**src/kti_pkg.sv**
```systemverilog
// Package: shared types and constants for the kinetic temperature block.
`default_nettype none

package kti_pkg;

    localparam int CFG_IDX_BITS  = 3;
    localparam int CFG_DATA_BITS = 32;
    localparam int COORD_BITS    = 24;
    localparam int MASS_BITS     = 16;
    localparam int FACTOR_BITS   = 32;
    localparam int TEMP_BITS     = 32;
    localparam int SITE_BITS     = 24;
    localparam int SQ_BITS       = 48;
    localparam int V2_BITS       = 50;
    localparam int ENERGY_BITS   = 64;
    // Quotient numerator is factor * energy shifted right by 54 bits.
    localparam int NUM_BITS      = 42;
    localparam int NUM_SHIFT     = 22;
    localparam int DIV_CNT_BITS  = $clog2(NUM_BITS);

    localparam logic [CFG_IDX_BITS-1:0] REG_BOX_LOW_X   = 3'd0;
    localparam logic [CFG_IDX_BITS-1:0] REG_BOX_LOW_Y   = 3'd1;
    localparam logic [CFG_IDX_BITS-1:0] REG_BOX_LOW_Z   = 3'd2;
    localparam logic [CFG_IDX_BITS-1:0] REG_BOX_HIGH_X  = 3'd3;
    localparam logic [CFG_IDX_BITS-1:0] REG_BOX_HIGH_Y  = 3'd4;
    localparam logic [CFG_IDX_BITS-1:0] REG_BOX_HIGH_Z  = 3'd5;
    localparam logic [CFG_IDX_BITS-1:0] REG_UNIT_FACTOR = 3'd6;

    localparam logic signed [COORD_BITS-1:0] BOX_LOW_RESET  = 24'sd0;
    localparam logic signed [COORD_BITS-1:0] BOX_HIGH_RESET = 24'sd8388607;
    localparam logic [FACTOR_BITS-1:0]       FACTOR_RESET   = 32'd20177957;
    localparam logic [SITE_BITS-1:0]         SITE_MAX       = 24'hFFFFFF;

    typedef struct packed {
        logic signed [COORD_BITS-1:0] pos_x;
        logic signed [COORD_BITS-1:0] pos_y;
        logic signed [COORD_BITS-1:0] pos_z;
        logic signed [COORD_BITS-1:0] vel_x;
        logic signed [COORD_BITS-1:0] vel_y;
        logic signed [COORD_BITS-1:0] vel_z;
        logic [MASS_BITS-1:0]         particle_mass;
        logic                         last_particle;
    } t_particle;

    typedef struct packed {
        logic [TEMP_BITS-1:0] temperature;
        logic [SITE_BITS-1:0] site_count;
        logic                 region_empty;
    } t_result;

    typedef struct packed {
        logic signed [COORD_BITS-1:0] low_x;
        logic signed [COORD_BITS-1:0] low_y;
        logic signed [COORD_BITS-1:0] low_z;
        logic signed [COORD_BITS-1:0] high_x;
        logic signed [COORD_BITS-1:0] high_y;
        logic signed [COORD_BITS-1:0] high_z;
    } t_box;

    // Classified particle as held in the queue between front and back.
    typedef struct packed {
        logic                         in_box;
        logic signed [COORD_BITS-1:0] vel_x;
        logic signed [COORD_BITS-1:0] vel_y;
        logic signed [COORD_BITS-1:0] vel_z;
        logic [MASS_BITS-1:0]         mass;
        logic                         last;
    } t_task;

    typedef struct packed {
        logic full;
        logic empty;
    } t_qstat;

endpackage

`default_nettype wire

```
**src/kti_front.sv**
```systemverilog
// Front end: classifies each incoming particle against the measurement box.
`default_nettype none

module kti_front
    import kti_pkg::*;
(
    input  wire t_particle i_item,
    input  wire t_box      i_box,
    output t_task          o_task
);

    logic in_x;
    logic in_y;
    logic in_z;

    // Low bound inclusive, high bound exclusive; an inverted box holds nothing.
    assign in_x = (i_item.pos_x >= i_box.low_x) && (i_item.pos_x < i_box.high_x);
    assign in_y = (i_item.pos_y >= i_box.low_y) && (i_item.pos_y < i_box.high_y);
    assign in_z = (i_item.pos_z >= i_box.low_z) && (i_item.pos_z < i_box.high_z);

    always_comb begin
        o_task.in_box = in_x && in_y && in_z;
        o_task.vel_x  = i_item.vel_x;
        o_task.vel_y  = i_item.vel_y;
        o_task.vel_z  = i_item.vel_z;
        o_task.mass   = i_item.particle_mass;
        o_task.last   = i_item.last_particle;
    end

endmodule

`default_nettype wire

```
**config.mk**
```make
export PLATFORM = sky130hd
export DESIGN_NAME = kti_front
export DESIGN_NICKNAME = d
export VERILOG_FILES = /design/src/kti_pkg.sv /design/src/kti_front.sv
export SDC_FILE = /design/constraint.sdc
export NUM_CORES = 1
export LEC_CHECK = 0
export BUFFER_PORTS_ARGS = -buffer_cell sky130_fd_sc_hd__buf_2
export CAP_MARGIN = 40
export CORE_AREA = 2 2 151 153
export DETAILED_ROUTE_END_ITERATION = 8
export DIE_AREA = 0 0 153 155
export PLACE_DENSITY = 0.55
export SLEW_MARGIN = 40
export SYNTH_ARGS = -nofsm -noshare
export SYNTH_HDL_FRONTEND = slang
export SYNTH_SLANG_ARGS = --single-unit
export TNS_END_PERCENT = 50
```
**constraint.sdc**
```tcl
create_clock -name vclk -period 4.43
set_input_delay 0.2215 -clock vclk [all_inputs]
set_output_delay 0.2215 -clock vclk [all_outputs]
set_load 0.05 [all_outputs]
```
==> out/summary.txt, run 1 <==
Final ANT Viol Nets - 0
non-filler cells, final - 998
Core Footprint - 0.0222 mm2
FF+latch count - 0
post-DR wirelength/cell - 12.9 um
combinational share of power - 100.0%
Final #Nets - 1161
synth top area cells - ha_1 (41%), buf_4 (16%), inv_1 (12%), a21oi_1 (5.6%), a21o_1 (3.9%)
largest net degree at the start of global routing - 6
Max stage delay on crit path - 0.50 ns
DRT iter0 DRCs - 82
part of the cycle the worst path needs - 63.9%
FP Rows - 55
CP Data Required Time - 4.21 ns
element type at the critical path end - primary output
number of setup violations in the final report - 0
post-CTS sizing - 0
Pleak - 3.17 nW
mapped cell area - 0.00426 mm2
crit path to - o_task[89]
highest metal used - met4
Psw - 0.202 mW
Synth Area in Compound Gates - 17.0%
initial antenna violation count - 0
largest family of logic cells by synthesized area - adder cells
post-synth top area share - 41.4%
first-pass GRT wire length - 19800 um
Starting Density - 19.2%
Setup crit start - i_item[115]
layout cells sized above 1 - 31.3%
clock network fraction of design power - 0%
DRC Markers - 0
pwr/cell area - 80.1 mW/mm2
Layout area overhead - 18.2%
Mean Syn Cell Area - 7.28 um2
RSZ-0062 raised after global routing - no
fraction of the mapped netlist area in adder cells - 41.4%
slew margin rel. - 67.9%
Critical-path top delay cell - or4_1
Die Height - 155 um
Max FO, Critical Path - 2
hold slack - 0.443 ns
DR WL met2 - 6010 um
vias in the first global route - 4161
Synth cell types - 40
mux cell area share after synthesis - 0.705%
CP Depth - 10
internal power - 0.201 mW
Final Hold Vio Count - 0
TritonRoute pass-1 iters - 4
worst path cell trace - buf_2 > ha_1 > or4_1 > a21oi_1 > o311ai_0 > a21oi_1 > mux2i_1 > o21ai_1 > nor4_2 > buf_2
FF/Latch Area - 0 um2
Total Routing Usage GR - 10.1%
Power, Total - 0.403 mW
fin util - 22.7%
Routed WL - 12800 um
TNS Setup - 0 ns
YS warnings - 0
half-perimeter wire length after placement - 12300 um
switch share - 50.2%
WL met3 - 926 um
Reg power frac - 0%
Setup crit start kind - primary input
sequential element share of the synthesized area - 0%
Syn Inst Count - 585
vias per cell - 4.14
leading cell types by count after synthesis - ha_1 (141), inv_1 (141), buf_4 (89)
Port Buffer Count - 217
worst path bufs/invs - 2
Tmin final - 2.83 ns
CLK BUF - 0
Inst Count DP - 998
Worst-Margin Slew - 0.475 ns
IO Count - 395
Synth area leader - ha_1
vias - 4131
Worst EP arrival - 2.61 ns
GR Overflow Total - 0
hold path start - i_item[0]
Die ar. - 0.0237 mm2
f_max - 354 MHz
M1 wire length - 5760 um
Net Count, Synth - 1031
hold buffers post-CTS - 0
FILL cells - 2507
worst hold-check path type - primary input to primary output
synthesized-area fraction occupied by and/or/nand/nor cells - 12.8%
Max Slew Vio Count - 0
# diodes - 0
Max-cap violations - 0
WS Path Type - primary input to primary output
delay-heaviest family, CP - simple AND/OR/NAND/NOR gates
hold depth - 0
die width - 153 um
XOR/XNOR Fraction of Synth Area - 0%
gp weighted congestion - 0.811
status - finished, final reports clean
VDD IR max - 0.0233 mV
Post-CTS Setup Bufs - 0
## cell type report
| cell class | count | area (um2) | area share [%] |
|---|---|---|---|
| Inverter | 141 | 529 | 10.5 |
| Tap cell | 285 | 357 | 7.08 |
| Multi-Input combinational cell | 355 | 3060 | 60.8 |
| Timing Repair Buffer | 217 | 1090 | 21.6 |
## cell families (layout without fill, tap and decap cells)
| family | Yosys count | after routing |
|---|---|---|
| AND/OR/NAND/NOR | 95 | 95 |
| AO/OA/AOI/OAI | 116 | 116 |
| adder cells (fa/ha/maj) | 141 | 141 |
| multiplexers | 3 | 3 |
| buffers and inverters | 230 | 358 |
## power by group through the flow
stage               combinational (mW)  sequential [mW]  clock, mW
floorplan                        0.442                0          0
detailed placement               0.409                0          0
global route                     0.472                0          0
finish                           0.403                0          0
global placement                 0.407                0          0
CTS                              0.413                0          0
## worst min path at each step
stage                 endpoint  slack, ns
floorplan            o_task[0]       0.61
detailed placement  o_task[12]       0.44
CTS                 o_task[12]       0.44
global placement    o_task[12]       0.44
finish               o_task[0]       0.44
global route        o_task[26]       0.44
## per-stage QoR
step                      setup slack [ns]  area, um2
after global placement                1.54       5040
after detailed placement              1.44       5040
final                                 1.60       5040
after global routing                  1.36       5040
after floorplan                       1.68       4260
after CTS                             1.45       5040
## per-layer routing
| metal | up-vias | global-route usage (%) |
|---|---|---|
| met2 | 148 | 17.8 |
| met4 | 0 | 1.41 |
| met5 | - | 0 |
| met1 | 1782 | 13.0 |
| li1 | 2177 | - |
| met3 | 24 | 2.14 |
## placed cells by master (no fill, tap or decap), drive strengths merged, types with 4 or more instances in the layout
cell / Yosys / routed
a2111oi: 4 / 4
a21boi: 4 / 4
a21o: 22 / 22
a21oi: 49 / 49
and4: 5 / 5
buf: 89 / 217
ha: 141 / 141
inv: 141 / 141
nand2: 15 / 15
nand3: 14 / 14
nand4: 25 / 25
nor2: 13 / 13
nor2b: 6 / 6
nor4: 6 / 6
o211ai: 4 / 4
o21a: 4 / 4
o21ai: 16 / 16
(Power assumes the default switching activity.)
==> inputs of run 2 (changes only) <==
- CORE_AREA: 2 2 151 153 -> 2 2 153 155
- DIE_AREA: 0 0 153 155 -> 0 0 155 157
- PLACE_DENSITY: 0.55 -> 0.54
- clock period: 4.43 -> 2.81 ns (I/O delays scaled with it)
==> out/summary.txt, run 2 (synthesis gave the netlist of run 1 again) <==
Inst Count DP - 1001 (+0.30%)
first-pass GRT wire length - 19400 um (-2.0%)
part of the cycle the worst path needs - 93.2%
Final ANT Viol Nets - 0 (unchanged)
WS Path Type - primary input to primary output
number of setup violations in the final report - 0 (unchanged)
FP Rows - 55 (unchanged)
DRC Markers - 0 (unchanged)
gp weighted congestion - 0.834 (+2.8%)
hold buffers post-CTS - 0 (unchanged)
Layout area overhead - 19.4%
post-DR wirelength/cell - 12.9 um (about the same)
pwr/cell area - 127 mW/mm2 (+58%)
status - finished, final reports clean
slew margin rel. - 64.2% (-3.7 points)
Die Height - 157 um (+1.3%)
Max-cap violations - 0 (unchanged)
vias - 4129 (-0.048%)
GR Overflow Total - 0 (unchanged)
FF/Latch Area - 0 um2 (unchanged)
Final #Nets - 1164 (+0.26%)
TritonRoute pass-1 iters - 4 (unchanged)
IO Count - 395 (unchanged)
die width - 155 um (+1.3%)
non-filler cells, final - 1002 (+0.40%)
TNS Setup - 0 ns (unchanged)
f_max - 382 MHz
FF+latch count - 0 (unchanged)
worst hold-check path type - primary input to primary output
multi-input logic area - 0.00309 mm2 (+0.73%)
Total Routing Usage GR - 9.86% (-0.25 points)
Port Buffer Count - 217 (unchanged)
most frequent cells in the layout - buf_2 (216), inv_1 (141), ha_1 (141), a21oi_1 (48), nand4_1 (24)
VDD IR max - 0.0549 mV (+140%)
Post-CTS Setup Bufs - 0 (unchanged)
element type at the critical path end - primary output
Final Hold Vio Count - 0 (unchanged)
FILL cells - 2568 (+2.4%)
Die ar. - 0.0243 mm2 (+2.6%)
Worst-Margin Slew - 0.536 ns (+0.0608 ns)
vias in the first global route - 3978 (-4.4%)
fin util - 22.6% (-0.038 points)
Routed WL - 12900 um (+0.32%)
Max Slew Vio Count - 0 (unchanged)
design area - 0.00509 mm2 (+1.1%)
placed instance area - 0.00506 mm2 (+0.45%)
Pleak - 3.19 nW (+0.51%)
Core Footprint - 0.0225 mm2 (+1.2%)
Setup crit start kind - primary input
Worst EP arrival - 2.48 ns (-0.13 ns)
initial antenna violation count - 1 (+1)
layout cells sized above 1 - 32.0% (+0.71 points)
half-perimeter wire length after placement - 12400 um (+0.49%)
Starting Density - 18.9% (-0.23 points)
RSZ-0062 raised after global routing - no
Max FO, Critical Path - 2 (unchanged)
Tmin final - 2.62 ns
largest net degree at the start of global routing - 6 (unchanged)
commonest non-fill, non-tap cell in the layout - buf_2
DRT iter0 DRCs - 69 (-16%)
CLK BUF - 0 (unchanged)
CP Data Required Time - 2.67 ns (-1.54 ns)
Power, Total - 0.644 mW (+60%)
vias per cell - 4.12 (-0.45%)
[run 2: critical path, cell delays in order]
cell	delay, ns
buf_2	0.11
ha_1	0.18
or4_1	0.51
a21oi_1	0.15
o311ai_1	0.15
a21oi_1	0.23
mux2i_2	0.36
o21ai_2	0.14
nor4_4	0.29
buf_6	0.21
[run 2: final timing paths]
| check | startpoint | depth (start not counted) | end | slack [ns] |
|---|---|---|---|---|
| max | i_item[114] | 10 | o_task[89] | 0.19 |
| min | i_item[30] | 0 | o_task[30] | 0.28 |
[run 2: layout make-up]
type | count | area share (%)
antenna | 1 | 0.0492
tap | 285 | 7.01
inverter | 141 | 10.4
timing repair buffer | 220 | 21.9
multi-input combinational | 355 | 60.6
[run 2: repair_timing]
action,CTS,global route
pin swaps,2,2
resized for setup,5,2
setup endpoints to repair,1,1
[run 2: report_power, final]
| part | leakage [nW] | internal [mW] | switching, mW | total (mW) |
|---|---|---|---|---|
| combinational | 3.19 | 0.321 | 0.323 | 0.644 |
| clock | 0.00000634 | 0.0000000477 | 0 | 0.0000000477 |
| sequential | 0 | 0 | 0 | 0 |
| total | 3.19 | 0.321 | 0.323 | 0.644 |
[run 2: layer usage]
metal	track usage (%)	up-vias	routed length, um
met5	0	-	0
met4	2.69	0	363
met3	1.76	34	867
met2	17.2	147	6010
met1	12.4	1763	5650
li1	-	2185	-
[run 2: per-stage QoR]
| step | hold WS [ns] | setup WS, ns |
|---|---|---|
| finish | 0.281 | 0.192 |
| CTS | 0.281 | 0.0621 |
| detailed placement | 0.281 | -0.198 |
| global route | 0.281 | 0.00100 |
| floorplan | 0.448 | 0.220 |
| global placement | 0.281 | -0.0982 |
