[src/kti_pkg.sv]
// Package: shared types and constants for the kinetic temperature block.
`default_nettype none

package kti_pkg;

    localparam int CFG_IDX_BITS  = 3;
    localparam int CFG_DATA_BITS = 32;
    localparam int COORD_BITS    = 24;
    localparam int MASS_BITS     = 16;
    localparam int FACTOR_BITS   = 32;
    localparam int TEMP_BITS     = 32;
    localparam int SITE_BITS     = 24;
    localparam int SQ_BITS       = 48;
    localparam int V2_BITS       = 50;
    localparam int ENERGY_BITS   = 64;
    // Quotient numerator is factor * energy shifted right by 54 bits.
    localparam int NUM_BITS      = 42;
    localparam int NUM_SHIFT     = 22;
    localparam int DIV_CNT_BITS  = $clog2(NUM_BITS);

    localparam logic [CFG_IDX_BITS-1:0] REG_BOX_LOW_X   = 3'd0;
    localparam logic [CFG_IDX_BITS-1:0] REG_BOX_LOW_Y   = 3'd1;
    localparam logic [CFG_IDX_BITS-1:0] REG_BOX_LOW_Z   = 3'd2;
    localparam logic [CFG_IDX_BITS-1:0] REG_BOX_HIGH_X  = 3'd3;
    localparam logic [CFG_IDX_BITS-1:0] REG_BOX_HIGH_Y  = 3'd4;
    localparam logic [CFG_IDX_BITS-1:0] REG_BOX_HIGH_Z  = 3'd5;
    localparam logic [CFG_IDX_BITS-1:0] REG_UNIT_FACTOR = 3'd6;

    localparam logic signed [COORD_BITS-1:0] BOX_LOW_RESET  = 24'sd0;
    localparam logic signed [COORD_BITS-1:0] BOX_HIGH_RESET = 24'sd8388607;
    localparam logic [FACTOR_BITS-1:0]       FACTOR_RESET   = 32'd20177957;
    localparam logic [SITE_BITS-1:0]         SITE_MAX       = 24'hFFFFFF;

    typedef struct packed {
        logic signed [COORD_BITS-1:0] pos_x;
        logic signed [COORD_BITS-1:0] pos_y;
        logic signed [COORD_BITS-1:0] pos_z;
        logic signed [COORD_BITS-1:0] vel_x;
        logic signed [COORD_BITS-1:0] vel_y;
        logic signed [COORD_BITS-1:0] vel_z;
        logic [MASS_BITS-1:0]         particle_mass;
        logic                         last_particle;
    } t_particle;

    typedef struct packed {
        logic [TEMP_BITS-1:0] temperature;
        logic [SITE_BITS-1:0] site_count;
        logic                 region_empty;
    } t_result;

    typedef struct packed {
        logic signed [COORD_BITS-1:0] low_x;
        logic signed [COORD_BITS-1:0] low_y;
        logic signed [COORD_BITS-1:0] low_z;
        logic signed [COORD_BITS-1:0] high_x;
        logic signed [COORD_BITS-1:0] high_y;
        logic signed [COORD_BITS-1:0] high_z;
    } t_box;

    // Classified particle as held in the queue between front and back.
    typedef struct packed {
        logic                         in_box;
        logic signed [COORD_BITS-1:0] vel_x;
        logic signed [COORD_BITS-1:0] vel_y;
        logic signed [COORD_BITS-1:0] vel_z;
        logic [MASS_BITS-1:0]         mass;
        logic                         last;
    } t_task;

    typedef struct packed {
        logic full;
        logic empty;
    } t_qstat;

endpackage

`default_nettype wire

[src/kti_queue.sv]
// Short queue of classified particles between front end and back end.
`default_nettype none

module kti_queue
    import kti_pkg::*;
#(
    parameter int DEPTH = 4
) (
    input  wire        i_clk,
    input  wire        i_rst_n,
    input  wire        i_wr,
    input  wire t_task i_data,
    input  wire        i_rd,
    output t_task      o_head,
    output t_qstat     o_stat
);

    localparam int PTR_BITS = $clog2(DEPTH);
    localparam int CNT_BITS = $clog2(DEPTH + 1);
    localparam logic [PTR_BITS-1:0] LAST_PTR  = PTR_BITS'(DEPTH - 1);
    localparam logic [CNT_BITS-1:0] FULL_CNT  = CNT_BITS'(DEPTH);

    t_task               r_mem [DEPTH];
    logic [PTR_BITS-1:0] r_wr_ptr;
    logic [PTR_BITS-1:0] r_rd_ptr;
    logic [CNT_BITS-1:0] r_count;
    logic                do_wr;
    logic                do_rd;

    assign o_stat.full  = (r_count == FULL_CNT);
    assign o_stat.empty = (r_count == '0);
    assign do_wr        = i_wr && !o_stat.full;
    assign do_rd        = i_rd && !o_stat.empty;
    assign o_head       = r_mem[r_rd_ptr];

    always_ff @(posedge i_clk) begin
        if (do_wr) begin
            r_mem[r_wr_ptr] <= i_data;
        end
    end

    always_ff @(posedge i_clk) begin
        if (!i_rst_n) begin
            r_wr_ptr <= '0;
            r_rd_ptr <= '0;
            r_count  <= '0;
        end else begin
            if (do_wr) begin
                r_wr_ptr <= (r_wr_ptr == LAST_PTR) ? '0 : r_wr_ptr + 1'b1;
            end
            if (do_rd) begin
                r_rd_ptr <= (r_rd_ptr == LAST_PTR) ? '0 : r_rd_ptr + 1'b1;
            end
            if (do_wr && !do_rd) begin
                r_count <= r_count + 1'b1;
            end else if (do_rd && !do_wr) begin
                r_count <= r_count - 1'b1;
            end
        end
    end

endmodule

`default_nettype wire

[config.mk]
export PLATFORM = sky130hd
export DESIGN_NAME = kti_queue
export DESIGN_NICKNAME = d
export VERILOG_FILES = /design/src/kti_pkg.sv /design/src/kti_queue.sv
export SDC_FILE = /design/constraint.sdc
export NUM_CORES = 1
export LEC_CHECK = 0
export BUFFER_PORTS_ARGS = -buffer_cell sky130_fd_sc_hd__buf_2
export CAP_MARGIN = 0
export CELL_PAD_IN_SITES_DETAIL_PLACEMENT = 0
export CELL_PAD_IN_SITES_GLOBAL_PLACEMENT = 2
export CORE_UTILIZATION = 45
export CTS_CLUSTER_DIAMETER = 50
export DETAILED_ROUTE_END_ITERATION = 16
export GPL_TIMING_DRIVEN = 0
export PLACE_DENSITY_LB_ADDON = 0.1
export SKIP_CTS_REPAIR_TIMING = 1
export SLEW_MARGIN = 15
export SYNTH_ARGS = -nofsm -noshare
export SYNTH_HDL_FRONTEND = slang
export SYNTH_SLANG_ARGS = --single-unit
[constraint.sdc]
create_clock -name i_clk -period 4.2 [get_ports i_clk]
set_clock_uncertainty 0.2 [all_clocks]
set_input_delay 0.42 -clock i_clk [delete_from_list [all_inputs] [get_ports i_clk]]
set_output_delay 0.42 -clock i_clk [all_outputs]
set_load 0.1 [all_outputs]
==> impl_metrics.json, run 1 <==
{
  "p_leak_nw": 5.89,
  "max_freq_mhz": 324,
  "synthArstFlopShare_pct": 0,
  "hold_viol_final": 0,
  "cts.sinks": 369,
  "synth_flop_cell": "edfxtp_1",
  "globalplace.congestion": 0.696,
  "rsz0062_at_grt": "false",
  "fillers": 2251,
  "cp-start-kind": "register",
  "cts_buffers": 39,
  "pre_cts_slack_ns": 1.54,
  "routed_via_density": 5.05,
  "fin_ws_ns": 1.12,
  "die_area_sq_mm": 0.0308,
  "timing.hold.ws_ns": 0.0607,
  "vias": 6352,
  "grt_pass1_wl_um": 37300,
  "grt_pass1_vias": 6576,
  "rows": 63,
  "yosysSeqAreaShare_pct": 81.1,
  "maxCapViolCount": 0,
  "arrival_ns": 2.46,
  "status": "finished, final reports clean",
  "io-pin-count": 186,
  "clk_pin_slew_worst_paths_ns": 0.06,
  "insertion_delay_ns": 0.50,
  "route.antenna.remaining_nets": 0,
  "core_sq_mm": 0.0296,
  "antenna_found_initial": 0,
  "tightest_slew_ns": 0.766,
  "grt_max_degree": 47,
  "ys_warn_count": 0,
  "critPathKind": "register to primary output",
  "postSynthCellCount": 521,
  "hp-class": "primary input to register",
  "wire_per_inst_um": 20.0,
  "firstDrtPassIters": 4,
  "critPathMaxFanout": 10,
  "port_buffers": 185,
  "syn-num-nets": 622,
  "drtIter0Drc": 315,
  "cp-end-kind": "primary output",
  "track_usage_pct": 16.2,
  "clock-root-buffer": "clkbuf_16",
  "drcViolationCount": 0,
  "wirelength_um": 25100,
  "ys_seq_elements": 369,
  "synth_edf_count": 360,
  "powerDensity_mw_per_mm2": 754,
  "grt_overflow": 0,
  "cts_tree": "done",
  "die_x_um": 176,
  "place_hpwl_um": 14400,
  "slew_headroom_pct": 48.9,
  "syn_avg_cell_area_sq_um": 26.0,
  "syn-cell-area_sq_mm": 0.0136,
  "period_minus_slack_ns": 3.08,
  "peakVddDrop_uv": 407,
  "drive_gt1_share_pct": 41.2,
  "htree_levels": 2,
  "clock_path_buffers": 3,
  "start_util_pct": 45.7,
  "die_h_um": 176,
  "setup-violations-final": 0,
  "maxSlewViolCount": 0,
  "crit_required_ns": 3.58,
  "yosysUniqueCellTypes": 25,
  "n_antenna_cell": 0,
  "fin_nets": 942,
  "syn_to_final_growth_pct": 27.1,
  "post-route-period-util_pct": 73.4
}
-- critical path, stage by stage, from the launching register on --
cell and delay, ns:
dfxtp_1 0.31, buf_1 0.51, buf_2 0.43, mux4_2 0.26, buf_2 0.44
-- per-layer routing --
layer | global-route usage [%] | vias up | wire length, um
met3 | 3.74 | 46 | 1440
met5 | 0 | - | 0
met4 | 4.38 | 0 | 513
li1 | - | 2872 | -
met1 | 21.1 | 3250 | 10500
met2 | 27.6 | 184 | 12700
-- cells in the mapped netlist, drive strengths merged, types with 2 or more instances --
library cell / n / share of area [%]
and2: 5 / 0.23
buf: 21 / 1.8
dfxtp: 9 / 1.3
edfxtp: 360 / 80
ha: 6 / 0.55
inv: 3 / 0.083
mux2i: 3 / 0.22
mux4: 90 / 15
nand2: 6 / 0.17
nand3: 2 / 0.074
nor2: 2 / 0.055
nor2b: 2 / 0.092
o21ai: 3 / 0.11
-- sequential cells by signal, summed over array words and instances, names as in the netlist, named ones only --
| register | count |
|---|---|
| r_wr_ptr | 2 |
| r_rd_ptr | 2 |
| r_mem | 360 |
| r_count | 3 |
-- power breakdown --
group          internal [W]  switching, W  leakage [nW]
combinational       0.00118       0.00393          1.91
sequential          0.00448     0.0000928          3.37
clock               0.00201       0.00130         0.611
-- per-stage QoR --
stage / std cells / total power [W] / area, sq um / setup TNS [ns] / util [%]
after floorplan: 521 / 0.00895 / 13600 / 0 / -
after global placement: 1096 / 0.00973 / 15000 / -422.43 / 50.5
after detailed placement: 1100 / 0.00976 / 15100 / 0 / 50.9
after CTS: 1168 / 0.0131 / 16300 / 0 / 55.1
after global routing: 1258 / 0.0134 / 17200 / 0 / 58.1
final: 1258 / 0.0130 / 17200 / 0 / 58.1
-- final cells by class --
class	count	area, sq um	area share, %
buffer	22	249	1.45
clock buffer	46	1000	5.82
clock inverter	22	234	1.36
inverter	3	11.3	0.0654
multi-input combinational	127	2320	13.4
sequential	369	11000	63.8
tap	390	488	2.83
timing repair buffer	279	1940	11.2
-- placed cells by master (no fill, tap or decap), drive strengths merged, types with 6 or more instances in the layout --
cell type and n:
edfxtp 360, clkbuf 47, buf 210, dlygate4sd3 90
ha 6, mux4 90, nand2 6, clkinv 15
dfxtp 9
-- worst paths after layout --
path / cells after the start / slack [ns] / start / end
setup / recovery: 4 / 1.12 / register / o_head[46]
hold / removal: 3 / 0.06 / i_rst_n / r_rd_ptr[1]
setup reg to reg: 7 / 1.58 / r_count[0] / r_count[2]
hold reg to reg: 2 / 0.33 / r_wr_ptr[1] / r_wr_ptr[1]
-- kinds of logic after synthesis --
family                     after synthesis  synth area share (%)
adders and majority gates                7                 0.702
buffers and inverters                   25                  1.92
xor gates and xnor gates                 2                 0.129
AOI/OAI and AO/OA                        5                 0.222
and+or+nand+nor                         20                 0.757
DFF                                    369                  81.1
muxes                                   93                  15.2
Power figures use the tool's default switching activity.
==> run 2, diff against run 1 <==
==> constraint.sdc (replaced) <==
create_clock -name i_clk -period 2.95 [get_ports i_clk]
set_clock_uncertainty 0.2 [all_clocks]
set_input_delay 0.295 -clock i_clk [delete_from_list [all_inputs] [get_ports i_clk]]
set_output_delay 0.295 -clock i_clk [all_outputs]
set_load 0.1 [all_outputs]
==> impl_metrics.json, run 2 (same netlist as run 1, synthesis figures left out) <==
{
  "insertion_delay_ns": 0.50,
  "critPathBufInv": 2,
  "core_sq_mm": 0.0296,
  "critPathKind": "register to primary output",
  "cp_slowest_stage_delay_ns": 0.67,
  "route.antenna.remaining_nets": 0,
  "regMostFlops": "r_mem",
  "vias": 6437,
  "rsz0062_at_grt": "false",
  "cts_buffers": 41,
  "cp-start-kind": "register",
  "rows": 63,
  "maxSlewViolCount": 0,
  "cts.sinks": 369,
  "path_cells": "buf_2 > mux4_2 > buf_2",
  "hold_viol_final": 0,
  "cts_tree": "done",
  "powerDensity_mw_per_mm2": 1060,
  "drive_gt1_share_pct": 40.8,
  "peakVddDrop_uv": 696,
  "cp-end-kind": "primary output",
  "place_hpwl_um": 15600,
  "critPathMaxFanout": 10,
  "crit_family": "buffers and inverters",
  "tns_ns": 0,
  "clock-root-buffer": "clkbuf_16",
  "final_common_cell": "edfxtp_1",
  "wirelength_um": 25200,
  "slew_headroom_pct": 62.2,
  "die_area_sq_mm": 0.0308,
  "period_minus_slack_ns": 2.80,
  "io-pin-count": 186,
  "clock_path_buffers": 3,
  "port_buffers": 185,
  "n_antenna_cell": 0,
  "die_x_um": 176,
  "maxCapViolCount": 0,
  "place_area_sq_mm": 0.0152,
  "drcViolationCount": 0,
  "syn_to_final_growth_pct": 27.3,
  "routed_via_density": 5.10,
  "grt_pass1_wl_um": 38300,
  "grt_max_degree": 40,
  "track_usage_pct": 16.6,
  "final_cell_mix": "360 x edfxtp_1, 195 x buf_2, 91 x dlygate4sd3_1",
  "start_util_pct": 45.7,
  "crit_path_top_delay_cell": "dfxtp_1",
  "wire_per_inst_um": 20.0,
  "hp-class": "primary input to register",
  "grt_pass1_vias": 6736,
  "status": "finished, final reports clean",
  "die_h_um": 176,
  "firstDrtPassIters": 4,
  "crit_required_ns": 2.46,
  "p_leak_nw": 5.88,
  "arrival_ns": 2.30,
  "post-route-period-util_pct": 94.9,
  "final_cells": 1262,
  "setup-violations-final": 0,
  "path_common_cell": "buf_2",
  "dp.cells": 1104,
  "largest_reg_flops": 360,
  "finalInstanceArea_sq_mm": 0.0173,
  "antenna_found_initial": 0,
  "max_freq_mhz": 357,
  "globalplace.congestion": 0.687,
  "tightest_slew_ns": 0.567,
  "fin_nets": 948,
  "grt_overflow": 0,
  "largest_registers": "r_mem x360, r_count x3",
  "drtIter0Drc": 464,
  "htree_levels": 2,
  "clk_pin_slew_worst_paths_ns": 0.05
}
## run 2: cell count changes in the layout (fill, tap and decap cells not counted), moves of 2 or more
cell	delta
clkbuf_16	+2
clkinv_2	-4
bufinv_16	-4
clkbuf_1	+6
buf_12	+4
inv_6	-2
## run 2: area by class of cell
cell class	instances	area (sq um)
Inverter	3	11.3
Buffer	21	245
Clock inverter	14	92.6
Timing Repair Buffer	284	2030
Sequential cell	369	11000
Clock buffer	54	1070
Tap cell	390	488
Fill cell	2247	12400
Multi-Input combinational cell	127	2320
## run 2: final timing paths
check / depth (start not counted) / from / slack, ns / endpoint
worst max-delay path: 3 / register / 0.15 / o_head[40]
worst min-delay path: 3 / i_rd / 0.03 / r_rd_ptr[1]
worst max register to register: 7 / r_count[0] / 0.39 / r_count[2]
worst min register to register: 2 / r_wr_ptr[1] / 0.32 / r_wr_ptr[1]
## run 2: where the power goes
group	total (W)	switching, W	internal (W)	leakage [nW]
combinational	0.00731	0.00560	0.00171	1.94
clock	0.00445	0.00182	0.00263	0.566
sequential	0.00653	0.000149	0.00638	3.37
## run 2: worst min-delay path, stage by stage
cell,delay (ns)
buf_2,0.10
o31ai_1,0.14
o21ai_0,0.13
## run 2: stage by stage
step	util (%)	hold WS (ns)	setup WS [ns]	total power, W
after global placement	50.6	0.277	-0.595	0.0138
after floorplan	-	0.194	-0.0123	0.0127
after global routing	58.2	0.0474	0.0155	0.0189
final	58.2	0.0310	0.151	0.0183
after CTS	55.2	-0.226	-0.140	0.0184
after detailed placement	51.2	0.312	0.396	0.0139
## run 2: routing by layer
| layer | part of all wire (%) | wire [um] | vias to the layer above | GRT usage (%) |
|---|---|---|---|---|
| li1 | - | - | 2886 | - |
| met5 | 0 | 0 | - | 0 |
| met2 | 50 | 12700 | 172 | 28.4 |
| met1 | 42 | 10500 | 3320 | 20.9 |
| met3 | 5.6 | 1420 | 59 | 4.09 |
| met4 | 2.4 | 617 | 0 | 5.47 |
